[src/design/tqh_pkg.sv]
// shared types and codes for the ticket queue with history stack
// no dependencies; imported by every module of the block
package tqh_pkg;

  // field widths of one word
  localparam int unsigned REQ_W   = 3;
  localparam int unsigned PID_W   = 32;
  localparam int unsigned TRAIN_W = 16;
  localparam int unsigned FARE_W  = 32;
  localparam int unsigned STAT_W  = 2;
  localparam int unsigned QCNT_W  = 8;
  localparam int unsigned HCNT_W  = 7;

  // request codes
  localparam logic [REQ_W-1:0] REQ_ENQUEUE   = 3'd0;
  localparam logic [REQ_W-1:0] REQ_PROCESS   = 3'd1;
  localparam logic [REQ_W-1:0] REQ_CANCEL    = 3'd2;
  localparam logic [REQ_W-1:0] REQ_PEEK_Q    = 3'd3;
  localparam logic [REQ_W-1:0] REQ_PEEK_HIST = 3'd4;

  // status codes
  localparam logic [STAT_W-1:0] ST_OK         = 2'd0;
  localparam logic [STAT_W-1:0] ST_QUEUE_FULL = 2'd1;
  localparam logic [STAT_W-1:0] ST_QUEUE_EMPT = 2'd2;
  localparam logic [STAT_W-1:0] ST_HIST_EMPT  = 2'd3;

  // one booking record
  typedef struct packed {
    logic [PID_W-1:0]   pid;
    logic [TRAIN_W-1:0] train;
    logic [FARE_W-1:0]  fare;
  } rec_t;

  // which record goes out with the result
  typedef enum logic [1:0] {
    SEL_NONE,
    SEL_QUEUE,
    SEL_HIST
  } rec_sel_t;

  // controller to datapath
  typedef struct packed {
    logic              capture;
    logic              commit;
    logic              q_push;
    logic              q_pop;
    logic              h_push;
    logic              h_pop;
    rec_sel_t          rec_sel;
    logic [STAT_W-1:0] status;
    logic              saved;
  } tqh_cmd_t;

  // datapath to controller
  typedef struct packed {
    logic q_empty;
    logic q_full;
    logic h_empty;
    logic h_full;
  } tqh_flags_t;

endpackage

[src/design/tqh_ctrl.sv]
// request sequencer: takes a request, then issues one commit cycle
// depends on tqh_pkg
module tqh_ctrl
  import tqh_pkg::*;
(
  input  logic             clk,
  input  logic             rst_n,
  input  logic             start,
  input  logic [REQ_W-1:0] in_req_type,
  input  tqh_flags_t       flags,
  output tqh_cmd_t         cmd,
  output logic             busy,
  output logic             out_valid
);

  typedef enum logic {
    S_IDLE,
    S_EXEC
  } state_t;

  state_t           state_r;
  logic [REQ_W-1:0] req_r;
  logic             out_valid_r;

  // state, latched request and result strobe
  always_ff @(posedge clk) begin
    if (!rst_n) begin
      state_r     <= S_IDLE;
      out_valid_r <= 1'b0;
      req_r       <= '0;
    end else begin
      out_valid_r <= (state_r == S_EXEC);
      case (state_r)
        S_IDLE: begin
          if (start) begin
            state_r <= S_EXEC;
            req_r   <= in_req_type;
          end
        end
        S_EXEC: begin
          state_r <= S_IDLE;
        end
        default: begin
          state_r <= S_IDLE;
        end
      endcase
    end
  end

  assign busy      = (state_r != S_IDLE);
  assign out_valid = out_valid_r;

  // request decode into datapath commands
  always_comb begin
    cmd         = '0;
    cmd.rec_sel = SEL_NONE;
    cmd.status  = ST_OK;
    cmd.capture = (state_r == S_IDLE) && start;
    cmd.commit  = (state_r == S_EXEC);
    if (state_r == S_EXEC) begin
      case (req_r)
        REQ_ENQUEUE: begin
          if (flags.q_full) cmd.status = ST_QUEUE_FULL;
          else cmd.q_push = 1'b1;
        end
        REQ_PROCESS: begin
          if (flags.q_empty) begin
            cmd.status = ST_QUEUE_EMPT;
          end else begin
            cmd.q_pop   = 1'b1;
            cmd.rec_sel = SEL_QUEUE;
            // history full: head still leaves, push skipped
            if (!flags.h_full) begin
              cmd.h_push = 1'b1;
              cmd.saved  = 1'b1;
            end
          end
        end
        REQ_CANCEL: begin
          if (flags.h_empty) begin
            cmd.status = ST_HIST_EMPT;
          end else begin
            cmd.h_pop   = 1'b1;
            cmd.rec_sel = SEL_HIST;
          end
        end
        REQ_PEEK_Q: begin
          if (flags.q_empty) cmd.status = ST_QUEUE_EMPT;
          else cmd.rec_sel = SEL_QUEUE;
        end
        REQ_PEEK_HIST: begin
          if (flags.h_empty) cmd.status = ST_HIST_EMPT;
          else cmd.rec_sel = SEL_HIST;
        end
        default: begin
          cmd.status = ST_OK;
        end
      endcase
    end
  end

endmodule

[config.mk]
export PLATFORM = sky130hd
export DESIGN_NAME = tqh_ctrl
export DESIGN_NICKNAME = d
export VERILOG_FILES = /design/src/design/tqh_pkg.sv /design/src/design/tqh_ctrl.sv
export SDC_FILE = /design/constraint.sdc
export NUM_CORES = 1
export LEC_CHECK = 0
export ABC_AREA = 1
export CORE_AREA = 2 2 39 41
export DETAILED_ROUTE_END_ITERATION = 8
export DIE_AREA = 0 0 41 43
export DONT_BUFFER_PORTS = 1
export PLACE_DENSITY = 0.34
export SKIP_CTS_REPAIR_TIMING = 1
export SYNTH_ARGS = -nofsm -noshare
export SYNTH_HDL_FRONTEND = slang
export SYNTH_SLANG_ARGS = --single-unit
[constraint.sdc]
create_clock -name clk -period 0.8 [get_ports clk]
set_input_delay 0.04 -clock clk [delete_from_list [all_inputs] [get_ports clk]]
set_output_delay 0.04 -clock clk [all_outputs]
set_load 0.02 [all_outputs]
Word-level counts from Yosys, hierarchy flattened
Index checks and enable logic that the tools add are counted.

Bits in registers: 5. Input port bits: 10. Output and inout bits: 13. Word-level logic and storage cells: 32.

Equality and inequality tests: 4. Muxes and demuxes: 19. Bitwise gates (word level): 1. Reductions and logical operators: 5.

Operator list (count): $pmux W2 S3 (2); $mux W2 (5); $mux W1 (9); $mux W9 (1); $eq A3 B2 Y1 const B (2); $reduce_or A2 Y1 (2); $eq A3 B1 Y1 const B (1); $eq A3 B3 Y1 const B (1); $logic_not A3 Y1 (1); $mux W3 (1); $pmux W1 S2 (1); $reduce_and A2 Y1 (1); $logic_and A1 B1 Y1 (1); $not A1 Y1 (1).

Logic depth before layout (Yosys ltp)
Gate-level depths: netlist of the first run.

Depth after elaboration: 4. Gate-level depth with buffers: 5. Mapped depth without buffers: 5.

Worst setup path before layout of the first run
Ideal clock, no wire load.

Kind: reg-to-output. From: reg state_r, in the netlist busy. To: out cmd[6] (netlist bit). Arrival time: 1.665 ns. Data required time: 0.760 ns. Slack: -0.905 ns. Cell stages (with the launch flop): 4. Path buffers: 1. Cell sequence: dfxtp_1 > inv_2 > nor4_1 > buf_4.

RTL lines: start: declaration (RTL line tqh_ctrl.sv:21) `state_t state_r;`; start signal: assignment (RTL line tqh_ctrl.sv:28) `state_r <= S_IDLE;`; start signal: assignment (RTL line tqh_ctrl.sv:36) `state_r <= S_EXEC;`; start signal: assignment (RTL line tqh_ctrl.sv:41) `state_r <= S_IDLE;`; end: declaration (RTL line tqh_ctrl.sv:11) `output tqh_cmd_t cmd,`.

==> results.md, run 1 <==
- From synthesis to final layout, the design area changed by 145%.
- The hold violation count in the final report is 3.
- STA classifies the critical path endpoint as an output port.
- The class of the tightest hold or removal check is input pin to flip-flop.
- After synthesis, the largest family of logic cells by area is simple AND/OR/NAND/NOR gates.
- The worst register-to-register path has a setup slack of -0.06 ns.
- For this run, the leading register cell type out of synthesis is sky130_fd_sc_hd__dfxtp_1.
- The fraction of the mapped netlist area in adder cells is 0%.
- In this run, synthesis inferred 0 flip-flops with an integrated enable.
- The flip-flop and latch count after synthesis is 5.
- Setup repair after global routing could not meet its margin everywhere.
- The setup skew after layout is 0.00338 ns.
- Synthesis produced 40 cells.
- The clock root buffer is sky130_fd_sc_hd__clkbuf_4.
- The critical path launch point is req_r[0].
- Measured against its own limit, the worst slew margin works out to 85.6%.
- Total power for the finished layout comes to 899 uW.
- The placed instances occupy a cell area of 453 um2.
- The slew at the pin closest to its max-slew limit is 0.215 ns.
- The leakage power figure is 0.000280 uW.
- The type of the setup path with the least slack is flip-flop to output port.
- The die is 43 um tall.
- The arrival time at the worst endpoint is 1.22 ns.
- The count of clock tree sinks is 5.
- Across all layers, the routed design uses 392 vias.
- Ranked by total cell area, the synthesized netlist is headed by sky130_fd_sc_hd__dfxtp_1 36%, sky130_fd_sc_hd__a21oi_1 9.0%, sky130_fd_sc_hd__nor4_1 9.0%, sky130_fd_sc_hd__nand2_1 6.8%, sky130_fd_sc_hd__o21ai_0 5.4%.
- The run finished, with violations left.
- The worst path in the final design needs a cycle of 1.26 ns, including I/O delays and setup.
- The detail route stage leaves a number of antenna-violating nets equal to 0.
- The number of remaining DRC errors is 0.
- The ratio of routed vias to standard cells is 4.72.
- Across the run, the number of max-cap violations was 0.
- Per report_power, the clock group accounts for between 30% and 40% of the total.
- The estimated wirelength of the detail-placed design is 671 um.
- The pin count of the biggest net entering global routing is 10.
- At the worst endpoint, the required time is 0.76 ns.
- The number of cells traversed by the worst register-to-register path is 4.
- The multiplexer area fraction after synthesis is 0%.
- Net switching is 32.5% of the power.
- The worst register-to-register path begins at busy.
- The mean instance size in the synthesized netlist is 6.94 um2.
- The final reports fail on hold timing, setup timing.
- The overall track demand over capacity in global routing is roughly 11%.
- The maximum cell stage delay along the critical path is 0.35 ns.
- The depth of the CTS H-tree is 1.
- The count of buffering cells on the critical path with inverters included is 2.
- The parity-gate share of the synthesized area counting xor and xnor cells is 0%.
- The post-route worst hold slack is -0.0350 ns.
- After detailed routing, the average wire length per cell comes to 11.8 um.
- The final-report max-slew violation count is 0.
- The net count of the finished layout is 78.
- The number of failing setup endpoints in the final timing report is 16.
- The cell type of the slowest stage on the worst timing path is sky130_fd_sc_hd__dfxtp_4.
- By count the netlist is led by 5 x sky130_fd_sc_hd__a21oi_1, 5 x sky130_fd_sc_hd__dfxtp_1, 5 x sky130_fd_sc_hd__nand2_1, 4 x sky130_fd_sc_hd__inv_1, 4 x sky130_fd_sc_hd__nor4_1.
- The die is 41 um wide.
- The detailed router put a total of 311 um of wire on met1.
- In this run the power spent charging and discharging nets is slightly below 300 uW.
- The total detailed-routing wirelength is 980 um.
- The number of rows created at floorplan is 14.
- The power density over the cells is 1320 mW/mm2.
- 0 antenna diodes ended up in the layout.
- In the post-route analysis, the smallest setup slack over all paths is -0.458 ns.
- In this run the biggest area consumer among cell types represents 36.0% of the synthesized area.
- The number of buffers created by CTS is 3.
- Sequential elements use 36.0% of the synthesized area.
- After clock tree synthesis, the clock-pin slew on the worst setup and hold paths is roughly 0.04 ns.
- The post-route netlist has 76.1% of its cells at a drive strength greater than 1.
- The share of flip-flops with an asynchronous set or reset after synthesis is 0%.
- The met3 wire length is around 110 um.
- IR analysis of the VDD net gives a maximum drop of 733 uV.
- The final weighted congestion in routability-driven placement is 0.638.
- The critical path ends at cmd[2].
- Of the available clock period, the critical path in the final layout requires 157%.
- The first-pass iteration count of the detailed router is 3.
- Combinational logic is responsible for 34.8% of the overall power.
- The area of the placeable core is 0.00138 mm2.
- Summing every instance area after synthesis gives 278 um2.
- The residual overflow from global routing is 0.
- The clock network latency to the later pin of the worst-skew pair is roughly 0.25 ns.
- In this run the count of I/O pins placed on the die edge is 23.
- The top routing layer in use is met4.
- The count of buffers inserted at the top-level ports is 0.
- The cell-internal power is about 600 uW.
- The total length of routed met2 wires is 543 um.
- Of the total synthesized cell area, the portion taken by AND, OR, NAND and NOR gates is 34.7%.
- The number of antenna violations at the first check in global routing came to 0.
- The critical path goes through inv_6, nand2_4, nand2_2, nand3_2, a21oi_1, buf_4.
- The compound-cell area share of the yosys netlist is 14.4%.
- The first-pass GRT wire length is 1320 um.
- In this run the critical register-to-register path is captured at req_r[2].
- The critical path depth is 6.
- Once the floorplan was initialized, standard cells occupied 20.1% of the core.
- Per report_power, the sequential group accounts for between 30 and 40% of the total.
- The die covers ~0.0018 mm2.
- The number of DRC violations after detailed-routing iteration 0 is 4.
- The TritonCTS clock tree is done.
- The deepest clock path buffer count is 2.
- The count of warnings emitted by yosys is 0.
- The summed area of non-filler cells in the final layout is 682 um2.
- The number of library cell types mapped by synthesis is 14.
- The via count of the first global-routing pass is 333.
- The largest fanout on the critical path is 5.
- The cell count of the worst hold path is 2.
- When the netlist entered floorplanning its net count stood at 50.
- For this run, the top clock speed supported by timing is 795 MHz.
- STA classifies the critical path startpoint as a flip-flop.
- The kind of cell with the highest combined delay on the critical path is flip-flops.
- Cells fill 49.3% of the core in the end.
- sky130_fd_sc_hd__dfxtp_1 takes more of the synthesized area than any other cell.
metal layers:
| layer | track usage [%] | up-vias |
|---|---|---|
| met5 | 0 | - |
| met1 | 11.9 | 181 |
| met3 | 3.14 | 3 |
| met4 | 10.0 | 0 |
| li1 | - | 188 |
| met2 | 17.2 | 20 |
layout by cell type (no fill, tap or decap), types with 3 or more instances in the layout:
master,instances
sky130_fd_sc_hd__dfxtp_4,3
sky130_fd_sc_hd__dlygate4sd3_1,3
sky130_fd_sc_hd__buf_4,18
sky130_fd_sc_hd__a21oi_1,3
sky130_fd_sc_hd__buf_6,3
sky130_fd_sc_hd__clkbuf_4,3
sky130_fd_sc_hd__nor4_4,4
flip-flops by register name (all words and copies together) (netlist names):
| register | count |
|---|---|
| out_valid | 1 |
| busy | 1 |
| req_r | 3 |
cells by family after synthesis:
| family | after synthesis |
|---|---|
| AO/OA/AOI/OAI | 8 |
| buffers and inverters | 9 |
| AND/OR/NAND/NOR | 18 |
| flip-flops | 5 |
worst min path at each step:
stage	slack, ns	start	endpoint
floorplan	0.12	flags[0]	cmd[0]
global placement	0.14	rst_n	out_valid
detailed placement	0.15	rst_n	out_valid
CTS	-0.11	rst_n	busy
global route	-0.04	start	req_r[0]
finish	-0.04	start	req_r[0]
final cells by class:
type                    instances  area (um2)
inverters                       7        43.8
fillers                       143         702
multi-input cells              26         265
clock buffers                   4        26.3
flip-flops and latches          5         113
repair buffers                 25         214
well taps                      16        20.0
power groups by stage:
stage	Combinational (uW)	Sequential [uW]	Clock, uW
finish	313	293	293
global route	338	294	327
CTS	193	283	308
detailed placement	192	288	0
global placement	188	288	0
floorplan	109	292	0
per-stage QoR:
stage	cells	setup TNS [ns]	worst slack (ns)
detailed placement	71	-1.92	-0.212
finish	83	-3.88	-0.458
global placement	71	-1.59	-0.180
floorplan	40	-2.06	-0.335
global route	83	-4.77	-0.503
CTS	75	-4.74	-0.491
Note: power is estimated with default switching activity, not from simulation.
==> run 2: changes to the inputs <==
--- a/config.mk
+++ b/config.mk
@@ -6,11 +6,13 @@
 export NUM_CORES = 1
 export LEC_CHECK = 0
 export ABC_AREA = 1
-export CORE_AREA = 2 2 39 41
+export CELL_PAD_IN_SITES_DETAIL_PLACEMENT = 0
+export CELL_PAD_IN_SITES_GLOBAL_PLACEMENT = 2
+export CORE_MARGIN = 2
+export CORE_UTILIZATION = 21
 export DETAILED_ROUTE_END_ITERATION = 8
-export DIE_AREA = 0 0 41 43
 export DONT_BUFFER_PORTS = 1
-export PLACE_DENSITY = 0.34
+export PLACE_DENSITY = 0.61
 export SKIP_CTS_REPAIR_TIMING = 1
 export SYNTH_ARGS = -nofsm -noshare
 export SYNTH_HDL_FRONTEND = slang
==> run 2 against run 1 <==
  * The flow still finishes with violations (hold timing, setup timing)
  * Register-to-register slack about the same
  * Sequential power is essentially flat
  * Flip-flop and latch count unchanged
  * Non-clock buffer count down 2
  * Critical path depth decreased by 2
  * First-iteration DRC count down 50%
  * Design area down 1.1%
  * Combinational power decreased by 4%
  * Global-route usage decreased by 0.59 points
  * Count of clock-buffer cells in the layout unchanged
  * Clock skew fell by 0.0028 ns
  * Critical endpoint is now cmd[3]
  * Largest cell class unchanged
  * Highest routed layer is now met3
==> results.md, run 2 (synthesis results as in run 1) <==
- The flow ran to the end, but the final reports show violations.
- The checks that failed: hold timing, setup timing.
- The endpoint class of the critical path is an output port.
- After detailed routing, the number of remaining DRC violations is 0.
- The final period utilization is 152%.
- Summing internal, switching and leakage power gives 875 uW.
- The final-report max-slew violation count is 0.
- The estimated wirelength of the detail-placed design is 614 um.
- The clock network latency to the later pin of the worst-skew pair is 0.24 ns.
- The type of the setup path with the least slack is flip-flop to output port.
- The power density over the cells is 1300 mW/mm2.
- The setup skew after layout is ~0.00053 ns.
- For this block, the initial DRC count from the detailed router was 2.
- The count of nets left with antenna violations once routing finished came out at 0.
- After layout, the minimum clock period comes to 1.22 ns.
- Excluding fillers, the count of instances in the completed layout stands at 80.
- The number of antenna repair diodes is 0.
- The maximum cell stage delay along the critical path is 0.37 ns.
- The first-pass GRT wire length is 1150 um.
- The count of boundary I/O pins is 23.
- The number of buffers created by CTS is 3.
- The sort of element at the start of the critical path is a flip-flop.
- In this run the worst path has a maximum fanout of 5.
- After detailed routing, the average wire length per cell comes to between 10 and 15 um.
- Summed over all layers, the global routing overflow is 0.
- The die outline height is 40.4 um.
- IR analysis of the VDD net gives a maximum drop of approximately 720 uV.
- The most common library cell in the layout ignoring fill and taps is sky130_fd_sc_hd__buf_4.
- Cells fill 53.2% of the core in the end.
- The slew at the pin closest to its max-slew limit is about 0.23 ns.
- Setup repair after global routing could not meet its margin everywhere.
- For this block, the routed nets add up to 914 um of wire.
- In this run the number of H-tree levels came out at 1.
- The cell type of the slowest stage on the worst timing path is sky130_fd_sc_hd__dfxtp_4.
- The class of the tightest hold or removal check is input pin to flip-flop.
- The area of the placeable core is 0.00127 mm2.
- The number of failing setup endpoints in the final timing report is 16.
- The routed layout has ~370 vias.
- At the end of routability-driven placement, the weighted congestion stood at 0.703.
- The most prevalent standard cell on the critical path is sky130_fd_sc_hd__buf_4.
- The via count of the first global-routing pass is 306.
- The instance area after placement is 444 um2.
- The clock drives 5 sinks.
- After clock tree synthesis, the clock-pin slew on the worst setup and hold paths is 0.04 ns.
- The number of antenna violations at the first check in global routing was 0.
- From left edge to right edge, the die measures between 40 and 50 um.
- The tree is rooted in a sky130_fd_sc_hd__clkbuf_4.
- The first TritonRoute pass finished after 2 iterations.
- The TritonCTS clock tree is done.
- In the final layout, the share of cells above drive strength 1 is 78.5%.
- The number of placed cells counting well taps is 69.
- In the global route stage, overall resource usage came out at 10.8%.
- The post-route worst hold slack is -0.00960 ns.
- After detailed routing, the number of vias per cell comes to 4.61.
- The number of max-capacitance violations reported is 0.
- Measured against its own limit, the worst slew margin works out to 84.4%.
- The leakage power figure is 0.000279 uW.
- The register with the most flip-flops in the layout has 3 of them.
- For the worst setup path, the data arrival time is roughly 1.2 ns.
- For the worst setup path, the data required time is 0.76 ns.
- The initialized floorplan defines 13 standard-cell rows.
- The signal on the critical path passes through inv_6, buf_4, nor4_2, buf_4.
- Entering global routing, the biggest net connects 10 pins.
- The effective utilization at floorplan is 21.9%.
- The register ranked first by flip-flop count is req_r.
- The die covers 0.00163 mm2.
- Leaving out fill and tap cells, the most frequent cells in the layout are 15 x sky130_fd_sc_hd__buf_4, 5 x sky130_fd_sc_hd__buf_6, 4 x sky130_fd_sc_hd__nand2_4, 4 x sky130_fd_sc_hd__a21oi_2, 4 x sky130_fd_sc_hd__dfxtp_4.
- At the end of the flow, the number of nets in the layout was 76.
- The hold violation count in the final report is 1.
- For this run, the top clock speed supported by timing is a little over 800 MHz.
- The summed area of non-filler cells in the final layout is 674 um2.
- Setup slack on the critical path of the routed design comes to -0.418 ns.
- The layout-stage area growth over the synthesis result is 143%.
- Port buffering added 0 buffers.
- The deepest clock path buffer count is 2.
==> run 2: worst max-delay path, delay by kind of cell, from the launching register on <==
family        cells  cell delay, ns
buf+inv           3            0.36
flops             1            0.37
simple gates      1            0.21
==> run 2: final timing paths <==
path,startpoint,to,slack [ns],cells past startpoint
min,in_req_type[2],req_r[2],-0.01,2
max,req_r[0],cmd[3],-0.42,4
max reg2reg,busy,req_r[0],-0.06,4
min reg2reg,req_r[1],req_r[1],0.61,3
==> run 2: power breakdown <==
part           leakage, uW  switching, uW  internal (uW)  total [uW]
sequential       0.0000439           27.6            265         293
combinational     0.000220            159            142         301
clock            0.0000150           93.1            188         281
total             0.000279            280            595         875
==> run 2: layer usage <==
metal / track usage, % / vias up / routed length [um]
li1: - / 188 / -
met1: 12.4 / 167 / 328
met2: 16.7 / 14 / 511
met3: 1.67 / 0 / 73
met4: 10.0 / 0 / 0
met5: 0 / - / 0
==> run 2: metrics by stage <==
stage	worst slack [ns]	TNS, ns
after floorplan	-0.335	-2.06
after global placement	-0.168	-1.44
after detailed placement	-0.199	-1.69
after CTS	-0.466	-4.38
after global routing	-0.477	-4.46
final	-0.418	-3.77
==> run 2: cell type report <==
cell class / count / area [um2]
clock buffers: 4 / 26.3
multi-input cells: 26 / 264
well taps: 15 / 18.8
repair buffers: 23 / 199
flip-flops and latches: 5 / 115
fillers: 132 / 594
inverters: 7 / 51.3
==> run 3: changes to the inputs <==
--- a/config.mk
+++ b/config.mk
@@ -8,11 +8,12 @@
 export ABC_AREA = 1
 export CELL_PAD_IN_SITES_DETAIL_PLACEMENT = 0
 export CELL_PAD_IN_SITES_GLOBAL_PLACEMENT = 2
-export CORE_MARGIN = 2
-export CORE_UTILIZATION = 21
+export CORE_AREA = 2 2 39 41
+export CTS_BUF_LIST = sky130_fd_sc_hd__clkbuf_8
 export DETAILED_ROUTE_END_ITERATION = 8
+export DIE_AREA = 0 0 41 43
 export DONT_BUFFER_PORTS = 1
-export PLACE_DENSITY = 0.61
+export PLACE_DENSITY = 0.6
 export SKIP_CTS_REPAIR_TIMING = 1
 export SYNTH_ARGS = -nofsm -noshare
 export SYNTH_HDL_FRONTEND = slang
==> run 3 against run 2 <==
  * The flow still finishes with violations (hold timing, setup timing)
  * Critical endpoint is now cmd[8]
  * Critical path depth shrank 1
  * Maximum frequency grew 0.42%
  * Sequential share of layout area shrank 1.3 points
  * Worst hold slack gained 0.0074 ns
  * Combinational power grew 10%
  * First-iteration DRC count is the same
  * Utilization shrank 0.26 points
==> results.md, run 3 (synthesis results as in run 1) <==
- The run finished, with violations left.
- The checks that failed: hold timing, setup timing.
- Data on the critical path is required at its endpoint by ~0.76 ns.
- Of all nets on the critical path, the largest fanout is 4.
- The total detailed-routing wirelength is 1010 um.
- The tightest hold path in the finished design has a slack of -0.00223 ns.
- Entering global routing, the biggest net connects 10 pins.
- The number of flip-flops under the largest register name is 3.
- The number of antenna violations at the first check in global routing is 0.
- The deepest clock path buffer count is 2.
- For this run, the detailed router's first-pass iteration total came to 2.
- The routed layout has 388 vias.
- The leakage power figure is 0.000302 uW.
- The estimated wirelength of the detail-placed design is 664 um.
- The number of DRC violations after detailed-routing iteration 0 is 2.
- From left edge to right edge, the die measures around 41 um.
- The number of cells traversed by the worst register-to-register path is 4.
- In the final design database the tool counted 77 nets.
- The post-detailed-route wirelength per cell is 12.3 um.
- The number of routed nets with antenna violations is 0.
- The number of buffers created by CTS is 3.
- The endpoint class of the critical path is an output port.
- The first-pass GRT wire length is 1180 um.
- The register ranked first by flip-flop count is req_r.
- The worst setup path is launched from a flip-flop.
- At the worst endpoint, the arrival time is 1.17 ns.
- The number of remaining DRC errors is 0.
- The ratio of routed vias to standard cells is 4.73.
- The die outline height is between 40 and 50 um.
- The headroom to the max-slew limit is 82.5%.
- The final weighted congestion in routability-driven placement is 0.648.
- The clock network latency to the later pin of the worst-skew pair is 0.22 ns.
- The TritonCTS clock tree is done.
- In this run the number of H-tree levels came out at 1.
- The number of placed cells counting well taps is slightly below 70.
- The worst path in the final design needs a cycle of 1.21 ns, including I/O delays and setup.
- The cell count of the worst hold path is 2.
- The count of boundary I/O pins is 23.
- The number of antenna repair diodes is 0.
- The class of the tightest hold or removal check is input pin to flip-flop.
- The register clock-pin slew on the reported worst setup and hold paths is 0.04 ns.
- The most common library cell in the layout ignoring fill and taps is sky130_fd_sc_hd__buf_4.
- The layout-stage area growth over the synthesis result is 164%.
- Setup repair after global routing could not meet its margin everywhere.
- The residual overflow from global routing is 0.
- The share of cells above drive strength 1 is 78.8%.
- Max-cap violations in this run came to 0.
- The peak supply drop is 914 uV.
- The initial utilization of the core area, before any placement, comes to roughly a fifth.
- The power density over the cells is approximately 1500 mW/mm2.
- Derived from the worst setup path, the maximum achievable clock frequency is between 800 and 900 MHz.
- In the global route stage, overall resource usage came out at 10.4%.
- After floorplanning, the core was sized to cover 0.00138 mm2.
- The top cell types in the final layout, fill and taps aside, are 16 x sky130_fd_sc_hd__buf_4, 4 x sky130_fd_sc_hd__nand2_4, 4 x sky130_fd_sc_hd__a21oi_2, 4 x sky130_fd_sc_hd__dfxtp_4, 4 x sky130_fd_sc_hd__dlygate4sd3_1.
- The slew at the pin closest to its max-slew limit is 0.261 ns.
- The total power is roughly 1100 uW.
- The number of failing setup endpoints in the final timing report is 15.
- The final-report max-slew violation count came to 0.
- The hold violation count in the final report is 1.
- Input and output buffers added on the ports amount to 0.
- The least setup slack across all paths after layout is -0.413 ns.
- By startpoint and endpoint, the worst setup path is classified as flip-flop to output port.
- The clock root buffer is sky130_fd_sc_hd__clkbuf_8.
- The via count of the first global-routing pass was a little under 300.
- The die covers 0.00176 mm2.
- Between clock sinks in the finished design, the worst skew comes to 0.00249 ns.
- The number of rows created at floorplan is 14.
- In the finished design, the share of the clock period the worst path needs comes to 152%.
- The count of clock tree sinks is 5.
- For this run, the number of standard cells in the final layout without fillers is 82.
run 3: layer usage:
layer | GRT usage, % | share of wire [%] | wire, um
met5 | 0 | 0 | 0
met4 | 10.0 | 0.80 | 8
met3 | 3.66 | 9.1 | 92
met2 | 14.4 | 52 | 519
met1 | 11.5 | 38 | 385
run 3: per-stage QoR:
step	util [%]	cell area, um2	setup TNS, ns	worst slack, ns
floorplan	-	320	-2.06	-0.335
global placement	31.6	438	-1.48	-0.191
detailed placement	31.6	438	-1.81	-0.214
CTS	34.9	483	-4.21	-0.455
global route	52.9	732	-4.35	-0.463
finish	52.9	732	-3.69	-0.413
run 3: final timing paths:
kind,endpoint,from,slack (ns)
worst min-delay path,busy,start,-0.002
worst max-delay path,cmd[8],req_r[2],-0.41
worst min register to register,req_r[2],req_r[2],0.63
worst max register to register,req_r[1],req_r[1],-0.07
run 3: where the power goes:
group / internal (uW) / total [uW] / switching [uW]
registers: 266 / 296 / 30.4
clock network: 329 / 450 / 121
logic: 160 / 332 / 172
run 3: final cells by class:
cell class,count,area (um2)
fillers,123,652
multi-input cells,26,284
repair buffers,24,214
flip-flops and latches,5,115
inverters,7,53.8
clock buffers,3,41.3
well taps,16,20.0
clock inverters,1,3.75
run 3: critical path, cell delays in order, from the launching register on:
cell and delay [ns]:
sky130_fd_sc_hd__dfxtp_4 0.35, sky130_fd_sc_hd__buf_4 0.15, sky130_fd_sc_hd__nor4_2 0.27, sky130_fd_sc_hd__buf_4 0.18
